==> src/hw/rtl/cau_pkg.sv <==
// ----------------------------------------------------------------------------
// cau_pkg - shared types, constants and helpers of the complex arithmetic unit
// Operation codes, field widths, the per-cell lane record and rounding helpers.
// ----------------------------------------------------------------------------
package cau_pkg;

    // fixed-point format
    localparam int FRAC_BITS = 15;
    localparam int CMD_W     = 3;
    localparam int IN_W      = 16;
    localparam int RES_W     = 32;

    // operation codes
    localparam logic [CMD_W-1:0] CMD_ADD   = 3'd0;
    localparam logic [CMD_W-1:0] CMD_MUL   = 3'd1;
    localparam logic [CMD_W-1:0] CMD_SCALE = 3'd2;
    localparam logic [CMD_W-1:0] CMD_CONJ  = 3'd3;
    localparam logic [CMD_W-1:0] CMD_POW   = 3'd4;
    localparam logic [CMD_W-1:0] CMD_MAG   = 3'd5;
    localparam logic [CMD_W-1:0] CMD_PHASE = 3'd6;
    localparam logic [CMD_W-1:0] CMD_INV   = 3'd7;

    // CORDIC: angles in Q2.30, operands scaled by 2^30
    localparam int ANG_FRAC     = 30;
    localparam int CORDIC_ITERS = 31;
    localparam int CW           = 50;
    localparam int ZW           = 34;
    localparam logic signed [ZW-1:0] HALF_PI_Q30 = 34'sd1686629713;
    localparam int PH_SH        = ANG_FRAC - FRAC_BITS;

    // square root, one root bit per cell in the first SQRT_STEPS cells
    localparam int SQRT_STEPS = 17;
    localparam int ROOT_W     = 17;
    localparam int PW_W       = 32;

    // division: 33 quotient bits of |num| * 2^(2F+1) / power
    localparam int QUOT_W  = 33;
    localparam int DIV_SH  = 2 * FRAC_BITS + 1;
    localparam int WIDE_W  = 80;

    // pipeline shape: two front stages, the cell row, one output stage
    localparam int NUM_CELLS  = 33;
    localparam int IDX_W      = 6;
    localparam int NUM_STAGES = NUM_CELLS + 3;

    localparam int SIMPLE_W = 40;

    localparam logic signed [63:0] RES_MAX64 = 64'sd2147483647;
    localparam logic signed [63:0] RES_MIN64 = -64'sd2147483648;

    typedef struct packed {
        logic [CMD_W-1:0]       command;
        logic signed [IN_W-1:0] a_re;
        logic signed [IN_W-1:0] a_im;
        logic signed [IN_W-1:0] b_re;
        logic signed [IN_W-1:0] b_im;
    } op_t;

    typedef struct packed {
        logic signed [RES_W-1:0] res_re;
        logic signed [RES_W-1:0] res_im;
        logic                    saturated;
        logic                    zero_divide;
    } res_t;

    // everything one item carries along the cell row
    typedef struct packed {
        logic [CMD_W-1:0]           command;
        logic [PW_W-1:0]            p;
        logic signed [SIMPLE_W-1:0] s_re;
        logic signed [SIMPLE_W-1:0] s_im;
        logic signed [CW-1:0]       x;
        logic signed [CW-1:0]       y;
        logic signed [ZW-1:0]       z;
        logic [PW_W-1:0]            sq_rem;
        logic [ROOT_W-1:0]          root;
        logic                       ovf_re;
        logic                       ovf_im;
        logic                       neg_re;
        logic                       neg_im;
        logic [PW_W-1:0]            rem_re;
        logic [PW_W-1:0]            rem_im;
        logic [QUOT_W-1:0]          quo_re;
        logic [QUOT_W-1:0]          quo_im;
        logic [QUOT_W-1:0]          nlo_re;
        logic [QUOT_W-1:0]          nlo_im;
    } lane_t;

    // arctangent of 2^-i in Q2.30
    function automatic logic signed [ZW-1:0] atan_q30(input logic [IDX_W-1:0] i);
        logic [31:0] a;
        case (i)
            6'd0:  a = 32'h3243F6A8;
            6'd1:  a = 32'h1DAC6705;
            6'd2:  a = 32'h0FADBAFC;
            6'd3:  a = 32'h07F56EA6;
            6'd4:  a = 32'h03FEAB76;
            6'd5:  a = 32'h01FFD55B;
            6'd6:  a = 32'h00FFFAAA;
            6'd7:  a = 32'h007FFF55;
            6'd8:  a = 32'h003FFFEA;
            6'd9:  a = 32'h001FFFFD;
            6'd10: a = 32'h000FFFFF;
            6'd11: a = 32'h0007FFFF;
            6'd12: a = 32'h0003FFFF;
            6'd13: a = 32'h0001FFFF;
            6'd14: a = 32'h0000FFFF;
            6'd15: a = 32'h00007FFF;
            6'd16: a = 32'h00003FFF;
            6'd17: a = 32'h00001FFF;
            6'd18: a = 32'h00000FFF;
            6'd19: a = 32'h000007FF;
            6'd20: a = 32'h000003FF;
            6'd21: a = 32'h000001FF;
            6'd22: a = 32'h000000FF;
            6'd23: a = 32'h0000007F;
            6'd24: a = 32'h0000003F;
            6'd25: a = 32'h0000001F;
            6'd26: a = 32'h0000000F;
            6'd27: a = 32'h00000008;
            6'd28: a = 32'h00000004;
            6'd29: a = 32'h00000002;
            6'd30: a = 32'h00000001;
            default: a = 32'h00000000;
        endcase
        return signed'(ZW'(a));
    endfunction

    // round to nearest, ties away from zero
    function automatic logic signed [63:0] round_away(input logic signed [63:0] v,
                                                      input int unsigned s);
        logic [63:0] m;
        m = v[63] ? 64'(-v) : 64'(v);
        m = (m + ((64'd1 << s) >> 1)) >> s;
        return v[63] ? signed'(64'(-m)) : signed'(m);
    endfunction

    function automatic logic over32(input logic signed [63:0] v);
        return (v > RES_MAX64) || (v < RES_MIN64);
    endfunction

    function automatic logic signed [RES_W-1:0] clamp32(input logic signed [63:0] v);
        if (v > RES_MAX64)
            return RES_W'(RES_MAX64);
        else if (v < RES_MIN64)
            return RES_W'(RES_MIN64);
        else
            return RES_W'(v);
    endfunction

endpackage

==> src/hw/rtl/cau_back.sv <==
// ----------------------------------------------------------------------------
// cau_back - result stage
// Rounds the iterated results, selects by opcode, clamps to 32 bits and holds
// the result item in the output register.
// ----------------------------------------------------------------------------
module cau_back import cau_pkg::*; (
    input  logic  clk,
    input  logic  en,
    input  lane_t d,
    output res_t  res
);

    res_t res_reg;
    res_t res_next;

    always_comb
    begin
        logic signed [63:0] re, im, phase, mag, inv_re, inv_im;
        logic [QUOT_W:0]    qr_re, qr_im;
        logic               zd;

        // phase: round the Q2.30 angle; zero vector has phase zero
        phase = (d.p == '0) ? 64'sd0 : round_away(64'(d.z), PH_SH);

        // magnitude: round the integer root
        mag = signed'(64'(d.root) + 64'(d.sq_rem > PW_W'(d.root)));

        // inverse: round the quotient, apply sign, force overflow
        qr_re  = ((QUOT_W+1)'(d.quo_re) + 1'b1) >> 1;
        qr_im  = ((QUOT_W+1)'(d.quo_im) + 1'b1) >> 1;
        inv_re = d.neg_re ? -signed'(64'(qr_re)) : signed'(64'(qr_re));
        inv_im = d.neg_im ? -signed'(64'(qr_im)) : signed'(64'(qr_im));
        if (d.ovf_re)
            inv_re = d.neg_re ? -(64'sd1 <<< 40) : (64'sd1 <<< 40);
        if (d.ovf_im)
            inv_im = d.neg_im ? -(64'sd1 <<< 40) : (64'sd1 <<< 40);

        zd = 1'b0;
        case (d.command)
            CMD_MAG:
            begin
                re = mag;
                im = '0;
            end
            CMD_PHASE:
            begin
                re = phase;
                im = '0;
            end
            CMD_INV:
            begin
                if (d.p == '0)
                begin
                    zd = 1'b1;
                    re = '0;
                    im = '0;
                end
                else
                begin
                    re = inv_re;
                    im = inv_im;
                end
            end
            default:
            begin
                re = 64'(d.s_re);
                im = 64'(d.s_im);
            end
        endcase

        res_next.res_re      = clamp32(re);
        res_next.res_im      = clamp32(im);
        res_next.saturated   = over32(re) | over32(im);
        res_next.zero_divide = zd;
    end

    always_ff @(posedge clk)
    begin
        if (en)
            res_reg <= res_next;
    end

    assign res = res_reg;

endmodule

==> config.mk <==
export PLATFORM = sky130hd
export DESIGN_NAME = cau_back
export DESIGN_NICKNAME = d
export VERILOG_FILES = /design/src/hw/rtl/cau_pkg.sv /design/src/hw/rtl/cau_back.sv
export SDC_FILE = /design/constraint.sdc
export NUM_CORES = 1
export LEC_CHECK = 0
export BUFFER_PORTS_ARGS = -buffer_cell sky130_fd_sc_hd__buf_2
export CORE_AREA = 2 2 221 223
export DETAILED_ROUTE_END_ITERATION = 8
export DIE_AREA = 0 0 223 225
export GPL_TIMING_DRIVEN = 0
export PLACE_DENSITY = 0.5
export REMOVE_ABC_BUFFERS = 1
export SYNTH_ARGS = -nofsm -noshare
export SYNTH_HDL_FRONTEND = slang
export SYNTH_SLANG_ARGS = --single-unit
==> constraint.sdc <==
create_clock -name clk -period 24.3 [get_ports clk]
set_input_delay 7.29 -clock clk [delete_from_list [all_inputs] [get_ports clk]]
set_output_delay 7.29 -clock clk [all_outputs]
set_load 0.005 [all_outputs]
==> out/qor.txt <==
worst hold path type -> input port to flop
placed insts -> 2,216
post-cts hold buffer count -> 0
core area -> 47,500 um2
Detailed Place HPWL -> 40.4 mm
clk buf depth -> 2
final setup TNS -> 0 ns
first-pass GRT wire length -> 69.9 mm
Worst VDD drop -> 30.7 uV
Die Ht -> 225 um
Setup crit start kind -> input port
final net count -> 2,137
synthesis-to-layout area growth -> 23.0%
TritonRoute pass-1 iters -> 7
clock-pin slew on the worst setup and hold paths -> 0.07 ns
max_cap viols -> 0
TritonCTS Buffers -> 9
Post-DRT Antenna Nets -> 0
sequential-to-total area share from yosys stat -> 18.8%
Tightest Pin Transition -> 1.33 ns
total grt overflow -> 0
commonest non-fill, non-tap cells in the layout -> 334 x buf_2, 123 x xnor2_1, 103 x nand2_1
PwrDens -> 36.7 nW/um2
CTS Root Cell -> clkbuf_16
port buffer count -> 335
Die ar. -> 50,200 um2
Synth warnings -> 0
syn avg cell area -> 7.78 um2
DR vias -> 12,000
Cell variety after synth -> 103
CP startpoint -> d[282]
CTS tree -> yes
slowest CP cell -> o211ai_1
commonest non-fill, non-tap cell in the layout -> buf_2
layout cells sized above 1 -> 25.9%
Post-synth EDFFs -> 66
Data required, critical path -> 24.49 ns
worst-path fanout max -> 53
Final Cycle Share -> 56.3%
clock sink total -> 66
fin util -> 27.3%
worst path arrival time -> 13.88 ns
status -> complete, no violations
Initial DRC Count -> 1,065
crit-path cells -> buf_2, clkinv_1, nor3_1, o21ai_0, a32o_1, nor4_4, a41o_1, o21ai_1, xnor2_1, o41ai_2, o211ai_1, nand2_2, a31oi_1
RSZ-0062 raised after global routing -> no
Async SR Flop Fraction -> 0%
slowest cell delay on critical path -> 1.05 ns
final wirelength -> 48.6 mm
endpoint type of the worst setup path -> flop
final setup vio count -> 0
CTS H-tree lvls -> 3
Netlist Area Pre-Place -> 10,600 um2
WS Path Type -> input port to flop
Routability Congestion -> 0.912
via/cell ratio -> 5.37
Final Hold Fails -> 0
non-filler cells, final -> 2,241
minimum clock period -> 13.69 ns
Ports -> 566
Initial Util -> 22.2%
largest net degree at the start of global routing -> 67
#FFs+latches synth -> 66
Syn Inst Count -> 1,358
DRC viols -> 0
headroom to the max-slew limit -> 11.2%
CTS resizes -> 0
Die W -> 223 um
vias in the first global route -> 11,300
Top FF cell, synth -> edfxtp_1
LEAKAGE -> 4.77 nW
postcts setup bufs -> 0
standard-cell row count -> 80
max reg flops -> 66
Achievable Freq -> 0.0731 GHz
total power -> 0.477 mW
WL/cell -> 21.7 um
min-delay src -> d[409]
initial antenna violation count -> 15
Total GRT Usage -> 18.4%
Pins Over Slew Limit -> 0
[stage by stage]
step,setup slack (ns),hold slack (ns),cell area [um2]
2_1_floorplan,11.40,7.40,10100
5_1_grt,9.97,7.32,13000
4_1_cts,10.67,7.29,13000
3_3_place_gp,7.60,7.67,12600
6_report,10.61,7.30,13000
3_5_place_dp,10.30,7.67,12700
[critical path: cells and delay by family]
family	cells	cell delay, ns
compound gates	7	2.45
buf+inv	2	1.58
simple gates	3	1.51
xor+xnor	1	0.97
[routing by layer]
| layer | global-route usage [%] | vias to the layer above | routed length (um) |
|---|---|---|---|
| met5 | 0 | - | 56 |
| met1 | 22.0 | 5665 | 19600 |
| met3 | 3.35 | 60 | 3480 |
| met2 | 33.2 | 567 | 24100 |
| met4 | 6.11 | 10 | 1330 |
| li1 | - | 5733 | - |
[report_power, final]
part	leakage [nW]	switching (mW)	internal (mW)	total (mW)
Clock	0.151	0.0599	0.0813	0.141
Sequential	0.648	0.00535	0.142	0.147
Combinational	3.97	0.115	0.0737	0.189
Total	4.77	0.180	0.297	0.477
[path summary, 6_finish.rpt]
path | depth (start not counted) | to
worst max-delay path | 13 | res[39]$_SDFFCE_PN1P_
worst min-delay path | 3 | res[28]$_SDFFCE_PN1P_
[cell families (layout without fill, tap and decap cells)]
| logic type | count (synthesis) | in the layout | synth area share, % |
|---|---|---|---|
| DFF | 66 | 66 | 18.8 |
| AOI/OAI and AO/OA | 381 | 381 | 26.2 |
| adders and majority gates | 26 | 26 | 3.05 |
| xor gates and xnor gates | 188 | 188 | 15.8 |
| other | 0 | 9 | 0 |
| buffers and inverters | 138 | 397 | 5.60 |
| muxes | 17 | 17 | 1.65 |
| and+or+nand+nor | 542 | 542 | 29.0 |
[layout make-up]
class	count	area, um2
fill	5191	34500
multi-input combinational	1154	8020
sequential	66	1980
timing repair buffer	338	1740
tap	615	769
clock buffer	9	225
inverter	43	161
clock inverter	7	82.6
antenna	9	22.5
[synthesized netlist by cell type (6+ instances only)]
cell / instances / share of area (%)
o22ai_1: 13 / 0.77
clkbuf_1: 55 / 2.0
nand3_1: 58 / 2.7
or4_1: 13 / 0.92
buf_2: 20 / 0.95
a22o_1: 7 / 0.58
a21oi_1: 52 / 2.5
nand2b_1: 14 / 0.83
or2_2: 6 / 0.36
o211ai_1: 6 / 0.43
edfxtp_1: 66 / 19
o41ai_1: 9 / 0.75
o21ai_2: 7 / 0.58
a22oi_1: 34 / 2.4
o21ai_1: 18 / 0.85
ha_1: 25 / 3.0
buf_1: 11 / 0.39
nor4_1: 36 / 2.1
inv_1: 42 / 1.5
or3_1: 26 / 1.5
o21a_1: 14 / 0.99
a222oi_1: 10 / 0.95
a221o_1: 6 / 0.57
nor2b_1: 11 / 0.65
nor3_1: 55 / 2.6
mux2i_1: 14 / 1.3
o31ai_1: 23 / 1.6
nand4_1: 45 / 2.7
a31oi_1: 16 / 0.95
a221oi_1: 13 / 1.1
o21ai_0: 69 / 3.3
a21o_1: 13 / 0.92
and4_1: 16 / 1.3
xor2_1: 63 / 5.2
nand2_1: 103 / 3.7
and3_1: 23 / 1.4
nor2_1: 82 / 2.9
xnor2_1: 123 / 10
nand3b_1: 7 / 0.50
Power figures use the tool's default switching activity.
