===== config.mk =====
export PLATFORM = sky130hd
export DESIGN_NAME = cau_cell
export DESIGN_NICKNAME = d
export VERILOG_FILES = /design/src/hw/rtl/cau_pkg.sv /design/src/hw/rtl/cau_cell.sv
export SDC_FILE = /design/constraint.sdc
export NUM_CORES = 2
export LEC_CHECK = 0
export BUFFER_PORTS_ARGS = -buffer_cell sky130_fd_sc_hd__buf_2
export CAP_MARGIN = 20
export CORE_AREA = 2 2 395 397
export DETAILED_ROUTE_END_ITERATION = 12
export DIE_AREA = 0 0 397 399
export PLACE_DENSITY = 0.53
export SYNTH_ARGS = -nofsm -noshare
export SYNTH_HDL_FRONTEND = slang
export SYNTH_SLANG_ARGS = --single-unit

===== constraint.sdc =====
create_clock -name clk -period 12.5 [get_ports clk]
set_clock_uncertainty 0.1 [all_clocks]
set_input_delay 1.875 -clock clk [delete_from_list [all_inputs] [get_ports clk]]
set_output_delay 1.875 -clock clk [all_outputs]
set_load 0.005 [all_outputs]

===== src/hw/rtl/cau_pkg.sv =====
// ----------------------------------------------------------------------------
// cau_pkg - shared types, constants and helpers of the complex arithmetic unit
// Operation codes, field widths, the per-cell lane record and rounding helpers.
// ----------------------------------------------------------------------------
package cau_pkg;

    // fixed-point format
    localparam int FRAC_BITS = 15;
    localparam int CMD_W     = 3;
    localparam int IN_W      = 16;
    localparam int RES_W     = 32;

    // operation codes
    localparam logic [CMD_W-1:0] CMD_ADD   = 3'd0;
    localparam logic [CMD_W-1:0] CMD_MUL   = 3'd1;
    localparam logic [CMD_W-1:0] CMD_SCALE = 3'd2;
    localparam logic [CMD_W-1:0] CMD_CONJ  = 3'd3;
    localparam logic [CMD_W-1:0] CMD_POW   = 3'd4;
    localparam logic [CMD_W-1:0] CMD_MAG   = 3'd5;
    localparam logic [CMD_W-1:0] CMD_PHASE = 3'd6;
    localparam logic [CMD_W-1:0] CMD_INV   = 3'd7;

    // CORDIC: angles in Q2.30, operands scaled by 2^30
    localparam int ANG_FRAC     = 30;
    localparam int CORDIC_ITERS = 31;
    localparam int CW           = 50;
    localparam int ZW           = 34;
    localparam logic signed [ZW-1:0] HALF_PI_Q30 = 34'sd1686629713;
    localparam int PH_SH        = ANG_FRAC - FRAC_BITS;

    // square root, one root bit per cell in the first SQRT_STEPS cells
    localparam int SQRT_STEPS = 17;
    localparam int ROOT_W     = 17;
    localparam int PW_W       = 32;

    // division: 33 quotient bits of |num| * 2^(2F+1) / power
    localparam int QUOT_W  = 33;
    localparam int DIV_SH  = 2 * FRAC_BITS + 1;
    localparam int WIDE_W  = 80;

    // pipeline shape: two front stages, the cell row, one output stage
    localparam int NUM_CELLS  = 33;
    localparam int IDX_W      = 6;
    localparam int NUM_STAGES = NUM_CELLS + 3;

    localparam int SIMPLE_W = 40;

    localparam logic signed [63:0] RES_MAX64 = 64'sd2147483647;
    localparam logic signed [63:0] RES_MIN64 = -64'sd2147483648;

    typedef struct packed {
        logic [CMD_W-1:0]       command;
        logic signed [IN_W-1:0] a_re;
        logic signed [IN_W-1:0] a_im;
        logic signed [IN_W-1:0] b_re;
        logic signed [IN_W-1:0] b_im;
    } op_t;

    typedef struct packed {
        logic signed [RES_W-1:0] res_re;
        logic signed [RES_W-1:0] res_im;
        logic                    saturated;
        logic                    zero_divide;
    } res_t;

    // everything one item carries along the cell row
    typedef struct packed {
        logic [CMD_W-1:0]           command;
        logic [PW_W-1:0]            p;
        logic signed [SIMPLE_W-1:0] s_re;
        logic signed [SIMPLE_W-1:0] s_im;
        logic signed [CW-1:0]       x;
        logic signed [CW-1:0]       y;
        logic signed [ZW-1:0]       z;
        logic [PW_W-1:0]            sq_rem;
        logic [ROOT_W-1:0]          root;
        logic                       ovf_re;
        logic                       ovf_im;
        logic                       neg_re;
        logic                       neg_im;
        logic [PW_W-1:0]            rem_re;
        logic [PW_W-1:0]            rem_im;
        logic [QUOT_W-1:0]          quo_re;
        logic [QUOT_W-1:0]          quo_im;
        logic [QUOT_W-1:0]          nlo_re;
        logic [QUOT_W-1:0]          nlo_im;
    } lane_t;

    // arctangent of 2^-i in Q2.30
    function automatic logic signed [ZW-1:0] atan_q30(input logic [IDX_W-1:0] i);
        logic [31:0] a;
        case (i)
            6'd0:  a = 32'h3243F6A8;
            6'd1:  a = 32'h1DAC6705;
            6'd2:  a = 32'h0FADBAFC;
            6'd3:  a = 32'h07F56EA6;
            6'd4:  a = 32'h03FEAB76;
            6'd5:  a = 32'h01FFD55B;
            6'd6:  a = 32'h00FFFAAA;
            6'd7:  a = 32'h007FFF55;
            6'd8:  a = 32'h003FFFEA;
            6'd9:  a = 32'h001FFFFD;
            6'd10: a = 32'h000FFFFF;
            6'd11: a = 32'h0007FFFF;
            6'd12: a = 32'h0003FFFF;
            6'd13: a = 32'h0001FFFF;
            6'd14: a = 32'h0000FFFF;
            6'd15: a = 32'h00007FFF;
            6'd16: a = 32'h00003FFF;
            6'd17: a = 32'h00001FFF;
            6'd18: a = 32'h00000FFF;
            6'd19: a = 32'h000007FF;
            6'd20: a = 32'h000003FF;
            6'd21: a = 32'h000001FF;
            6'd22: a = 32'h000000FF;
            6'd23: a = 32'h0000007F;
            6'd24: a = 32'h0000003F;
            6'd25: a = 32'h0000001F;
            6'd26: a = 32'h0000000F;
            6'd27: a = 32'h00000008;
            6'd28: a = 32'h00000004;
            6'd29: a = 32'h00000002;
            6'd30: a = 32'h00000001;
            default: a = 32'h00000000;
        endcase
        return signed'(ZW'(a));
    endfunction

    // round to nearest, ties away from zero
    function automatic logic signed [63:0] round_away(input logic signed [63:0] v,
                                                      input int unsigned s);
        logic [63:0] m;
        m = v[63] ? 64'(-v) : 64'(v);
        m = (m + ((64'd1 << s) >> 1)) >> s;
        return v[63] ? signed'(64'(-m)) : signed'(m);
    endfunction

    function automatic logic over32(input logic signed [63:0] v);
        return (v > RES_MAX64) || (v < RES_MIN64);
    endfunction

    function automatic logic signed [RES_W-1:0] clamp32(input logic signed [63:0] v);
        if (v > RES_MAX64)
            return RES_W'(RES_MAX64);
        else if (v < RES_MIN64)
            return RES_W'(RES_MIN64);
        else
            return RES_W'(v);
    endfunction

endpackage


===== src/hw/rtl/cau_cell.sv =====
// ----------------------------------------------------------------------------
// cau_cell - one cell of the iteration row
// CORDIC rotation if idx < CORDIC_ITERS, square-root bit if idx < SQRT_STEPS,
// one quotient bit for each of the two divisions, then a register onwards.
// ----------------------------------------------------------------------------
module cau_cell import cau_pkg::*; (
    input  logic             clk,
    input  logic             en,
    input  logic [IDX_W-1:0] idx,
    input  lane_t            d,
    output lane_t            q
);

    lane_t lane_reg;
    lane_t lane_next;

    // restoring division step: returns {remainder, quotient bit}
    function automatic logic [PW_W:0] div_step(input logic [PW_W-1:0] rem,
                                                input logic            nbit,
                                                input logic [PW_W-1:0] p);
        logic [PW_W:0] r2;
        logic          ge;
        r2 = {rem, nbit};
        ge = r2 >= {1'b0, p};
        return ge ? {PW_W'(r2 - {1'b0, p}), 1'b1} : {r2[PW_W-1:0], 1'b0};
    endfunction

    always_comb
    begin
        logic signed [CW-1:0] dx, dy;
        logic signed [ZW-1:0] ang;
        logic [IDX_W-1:0]     b;
        logic [PW_W+2:0]      dd;
        logic [PW_W:0]        st_re, st_im;

        lane_next = d;

        // CORDIC vectoring rotation
        dx  = d.y >>> idx;
        dy  = d.x >>> idx;
        ang = atan_q30(idx);
        if (idx < IDX_W'(CORDIC_ITERS))
        begin
            if (!d.y[CW-1])
            begin
                lane_next.x = d.x + dx;
                lane_next.y = d.y - dy;
                lane_next.z = d.z + ang;
            end
            else
            begin
                lane_next.x = d.x - dx;
                lane_next.y = d.y + dy;
                lane_next.z = d.z - ang;
            end
        end

        // square root: try root bit b against the running remainder
        b  = IDX_W'(SQRT_STEPS - 1) - idx;
        dd = ((PW_W+3)'(d.root) << (b + 1'b1)) + ((PW_W+3)'(1) << {b, 1'b0});
        if (idx < IDX_W'(SQRT_STEPS))
        begin
            if (dd <= (PW_W+3)'(d.sq_rem))
            begin
                lane_next.sq_rem = PW_W'((PW_W+3)'(d.sq_rem) - dd);
                lane_next.root   = d.root | (ROOT_W'(1) << b);
            end
        end

        // one quotient bit for each part
        st_re = div_step(d.rem_re, d.nlo_re[QUOT_W-1], d.p);
        st_im = div_step(d.rem_im, d.nlo_im[QUOT_W-1], d.p);
        lane_next.rem_re = st_re[PW_W:1];
        lane_next.rem_im = st_im[PW_W:1];
        lane_next.quo_re = {d.quo_re[QUOT_W-2:0], st_re[0]};
        lane_next.quo_im = {d.quo_im[QUOT_W-2:0], st_im[0]};
        lane_next.nlo_re = d.nlo_re << 1;
        lane_next.nlo_im = d.nlo_im << 1;
    end

    always_ff @(posedge clk)
    begin
        if (en)
            lane_reg <= lane_next;
    end

    assign q = lane_reg;

endmodule


==> impl_metrics.tcl <==
set metrics [dict create \
    outcome "finished clean" \
    grt_max_degree 220 \
    seq_area_mm2 0.0149 \
    cp_data_required_time_ns 12.81 \
    grt_use_total 0.250 \
    whs_ns 1.28 \
    maxSlewHeadroom 0.113 \
    tightest_slew_ns 1.32 \
    critPathLaunchType "input port" \
    ys_ff_latch 496 \
    start_util 0.274 \
    hold_viol_final 0 \
    largest_reg_flops 496 \
    fin_setup_tns_ns 0 \
    synthArstFlopShare 0 \
    yosysTopAreaCellShare 0.353 \
    io_pins 1004 \
    cp_slowest_stage_delay_ns 0.65 \
    synthFlopType "edfxtp_1" \
    critical_path.max_fanout 40 \
    ir_drop_mv 0.0833 \
    synth_edf_count 496 \
    ys_seq_area_frac 0.353 \
    yosys-mux-area-fraction 0.123 \
    drive_above_1_share 0.276 \
    first_pass_iters 7 \
    routedWlPerCell_um 28.3 \
    fill_cells 15914 \
    yosysMostFrequentCell "edfxtp_1" \
    ys_types 110 \
    drtIter0Drc 3792 \
    final.min_clock_period_ns 11.12 \
    clkSinkCount 496 \
    grt_overflow 0 \
    period_share 0.889 \
    final-setup-viol-count 0 \
    grt_pass1_wl_um 283000 \
    die_y_um 399 \
    vias 39611 \
    synth_xor_area_frac 0.0712 \
    cts_resized 0 \
    nets 6008 \
    arrival_ns 11.42 \
    final_cells 7365 \
    drc_errors 0 \
    netlist_instances 4287 \
    synth_area_leaders "edfxtp_1 (35%), ha_1 (8.6%), mux4_2 (8.1%)" \
    rows 144 \
    multi_input_area_mm2 0.0257 \
    power_density_mw_per_mm2 128 \
    drv_cap 0 \
    synth_simple_gate_area_frac 0.136 \
    cts_hold_buf 0 \
    holdCritPathClass "input port to register" \
    synth_top_family_by_area "compound AO/OA/AOI/OAI gates" \
    dp_hpwl_um 172000 \
    rsz0062_at_grt "no" \
    port_buffers 999 \
    routed_wl_um 208000 \
    syn_to_final_growth_pct 22.7 \
    critPathKind "input port to register" \
    syn_avg_cell_area_um2 9.83 \
    cts_buffer_depth 3 \
    placed_cells 7180 \
    yosys-top-cells-count "edfxtp_1 (496), nand2_1 (435), a21oi_1 (339)" \
    cts_setup_buffers 0 \
    ant_nets 0 \
    ys_warn_count 0 \
    die_area_mm2 0.158 \
    numCtsBuffers 66 \
    clk_pin_slew_ns 0.07 \
    slowest_stage "ha_1" \
    end_kind "register" \
    routed_via_density 5.38 \
    die_x_um 397 \
    grt_pass1_vias 37098 \
    htree_levels 3 \
    gp_congestion 1.00 \
    final_max_slew_viol_count 0 \
    cts_tree "built" \
    p_leak_nw 21.7 \
    antenna_found_initial 90 \
    max_freq_mhz 89.9 \
    synthAdderAreaFrac 0.0892 \
    synth_area_mm2 0.0421 \
    coreArea_mm2 0.154 \
    final_core_util 0.337 \
    yosys.area.top_type "edfxtp_1" \
    critPathMostFrequentCell "ha_1" \
    root_buffer "clkbuf_16" \
    synth-compound-area-share 0.188 \
]
## layout make-up
| cell class | instances | area share |
|---|---|---|
| clock inverter | 49 | 0.0113 |
| clock buffer | 69 | 0.0326 |
| sequential | 496 | 0.288 |
| timing repair buffer | 1050 | 0.106 |
| multi-input combinational | 3404 | 0.496 |
| antenna | 66 | 0.00319 |
| tap | 2044 | 0.0494 |
| inverter | 187 | 0.0136 |
## power breakdown
part | internal [W] | switching (W)
registers | 0.00208 | 0.0000711
clock network | 0.00118 | 0.000851
logic | 0.000938 | 0.00149
total | 0.00420 | 0.00241
## critical path, delay by kind of cell
| kind | cells | cell delay, ns |
|---|---|---|
| AOI/OAI and AO/OA | 14 | 3.40 |
| and+or+nand+nor | 9 | 2.40 |
| muxes | 1 | 0.36 |
| xor gates and xnor gates | 1 | 0.18 |
| adders and majority gates | 5 | 1.93 |
| buffers and inverters | 5 | 1.21 |
## metal layers
| metal | up-vias | global-route usage | wire length [um] |
|---|---|---|---|
| met4 | 58 | 0.142 | 12800 |
| met5 | - | 0 | 334 |
| met2 | 1839 | 0.424 | 101000 |
| met3 | 394 | 0.0516 | 16300 |
| met1 | 19227 | 0.295 | 78000 |
| li1 | 18093 | - | - |
## cells by family (layout without fill, tap and decap cells)
| family | after synthesis | count (layout) |
|---|---|---|
| DFF | 496 | 496 |
| and+or+nand+nor | 1209 | 1209 |
| adders and majority gates | 297 | 297 |
| xor gates and xnor gates | 336 | 336 |
| other | 1 | 68 |
| AOI/OAI and AO/OA | 1239 | 1239 |
| buffers and inverters | 388 | 1355 |
| muxes | 321 | 321 |
## through the flow
step           total power [W]  setup WS (ns)  area (um2)
2_1_floorplan          0.00359           1.55       42100
3_3_place_gp           0.00458          0.896       49300
3_5_place_dp           0.00458          0.855       49300
4_1_cts                0.00667           1.56       51500
5_1_grt                0.00693          0.737       51700
6_report               0.00661           1.38       51700
## placed cells by master (no fill, tap or decap), types with 41 or more instances in the layout
| cell type | netlist | routed |
|---|---|---|
| a21o_1 | 127 | 127 |
| a21oi_1 | 339 | 338 |
| a31oi_1 | 64 | 63 |
| and3_1 | 43 | 43 |
| buf_2 | 31 | 994 |
| buf_4 | 5 | 49 |
| clkbuf_16 | 0 | 67 |
| diode_2 | 0 | 66 |
| edfxtp_1 | 496 | 496 |
| ha_1 | 291 | 291 |
| inv_1 | 182 | 179 |
| mux2_2 | 63 | 63 |
| mux2i_1 | 98 | 98 |
| mux4_2 | 151 | 151 |
| nand2_1 | 435 | 434 |
| nand2b_1 | 41 | 41 |
| nand3_1 | 77 | 77 |
| nor2_1 | 303 | 302 |
| nor2b_1 | 56 | 55 |
| nor3_1 | 62 | 61 |
| o21a_1 | 45 | 45 |
| o21ai_0 | 312 | 312 |
| xnor2_1 | 177 | 177 |
| xor2_1 | 155 | 155 |
## final timing paths
kind / from / endpoint / slack (ns) / cells after the start
setup / recovery: idx[0] / q[240]$_DFFE_PP_ / 1.38 / 35
hold / removal: d[8] / q[9]$_DFFE_PP_ / 1.28 / 1
Note: power is estimated with default switching activity, not from simulation.
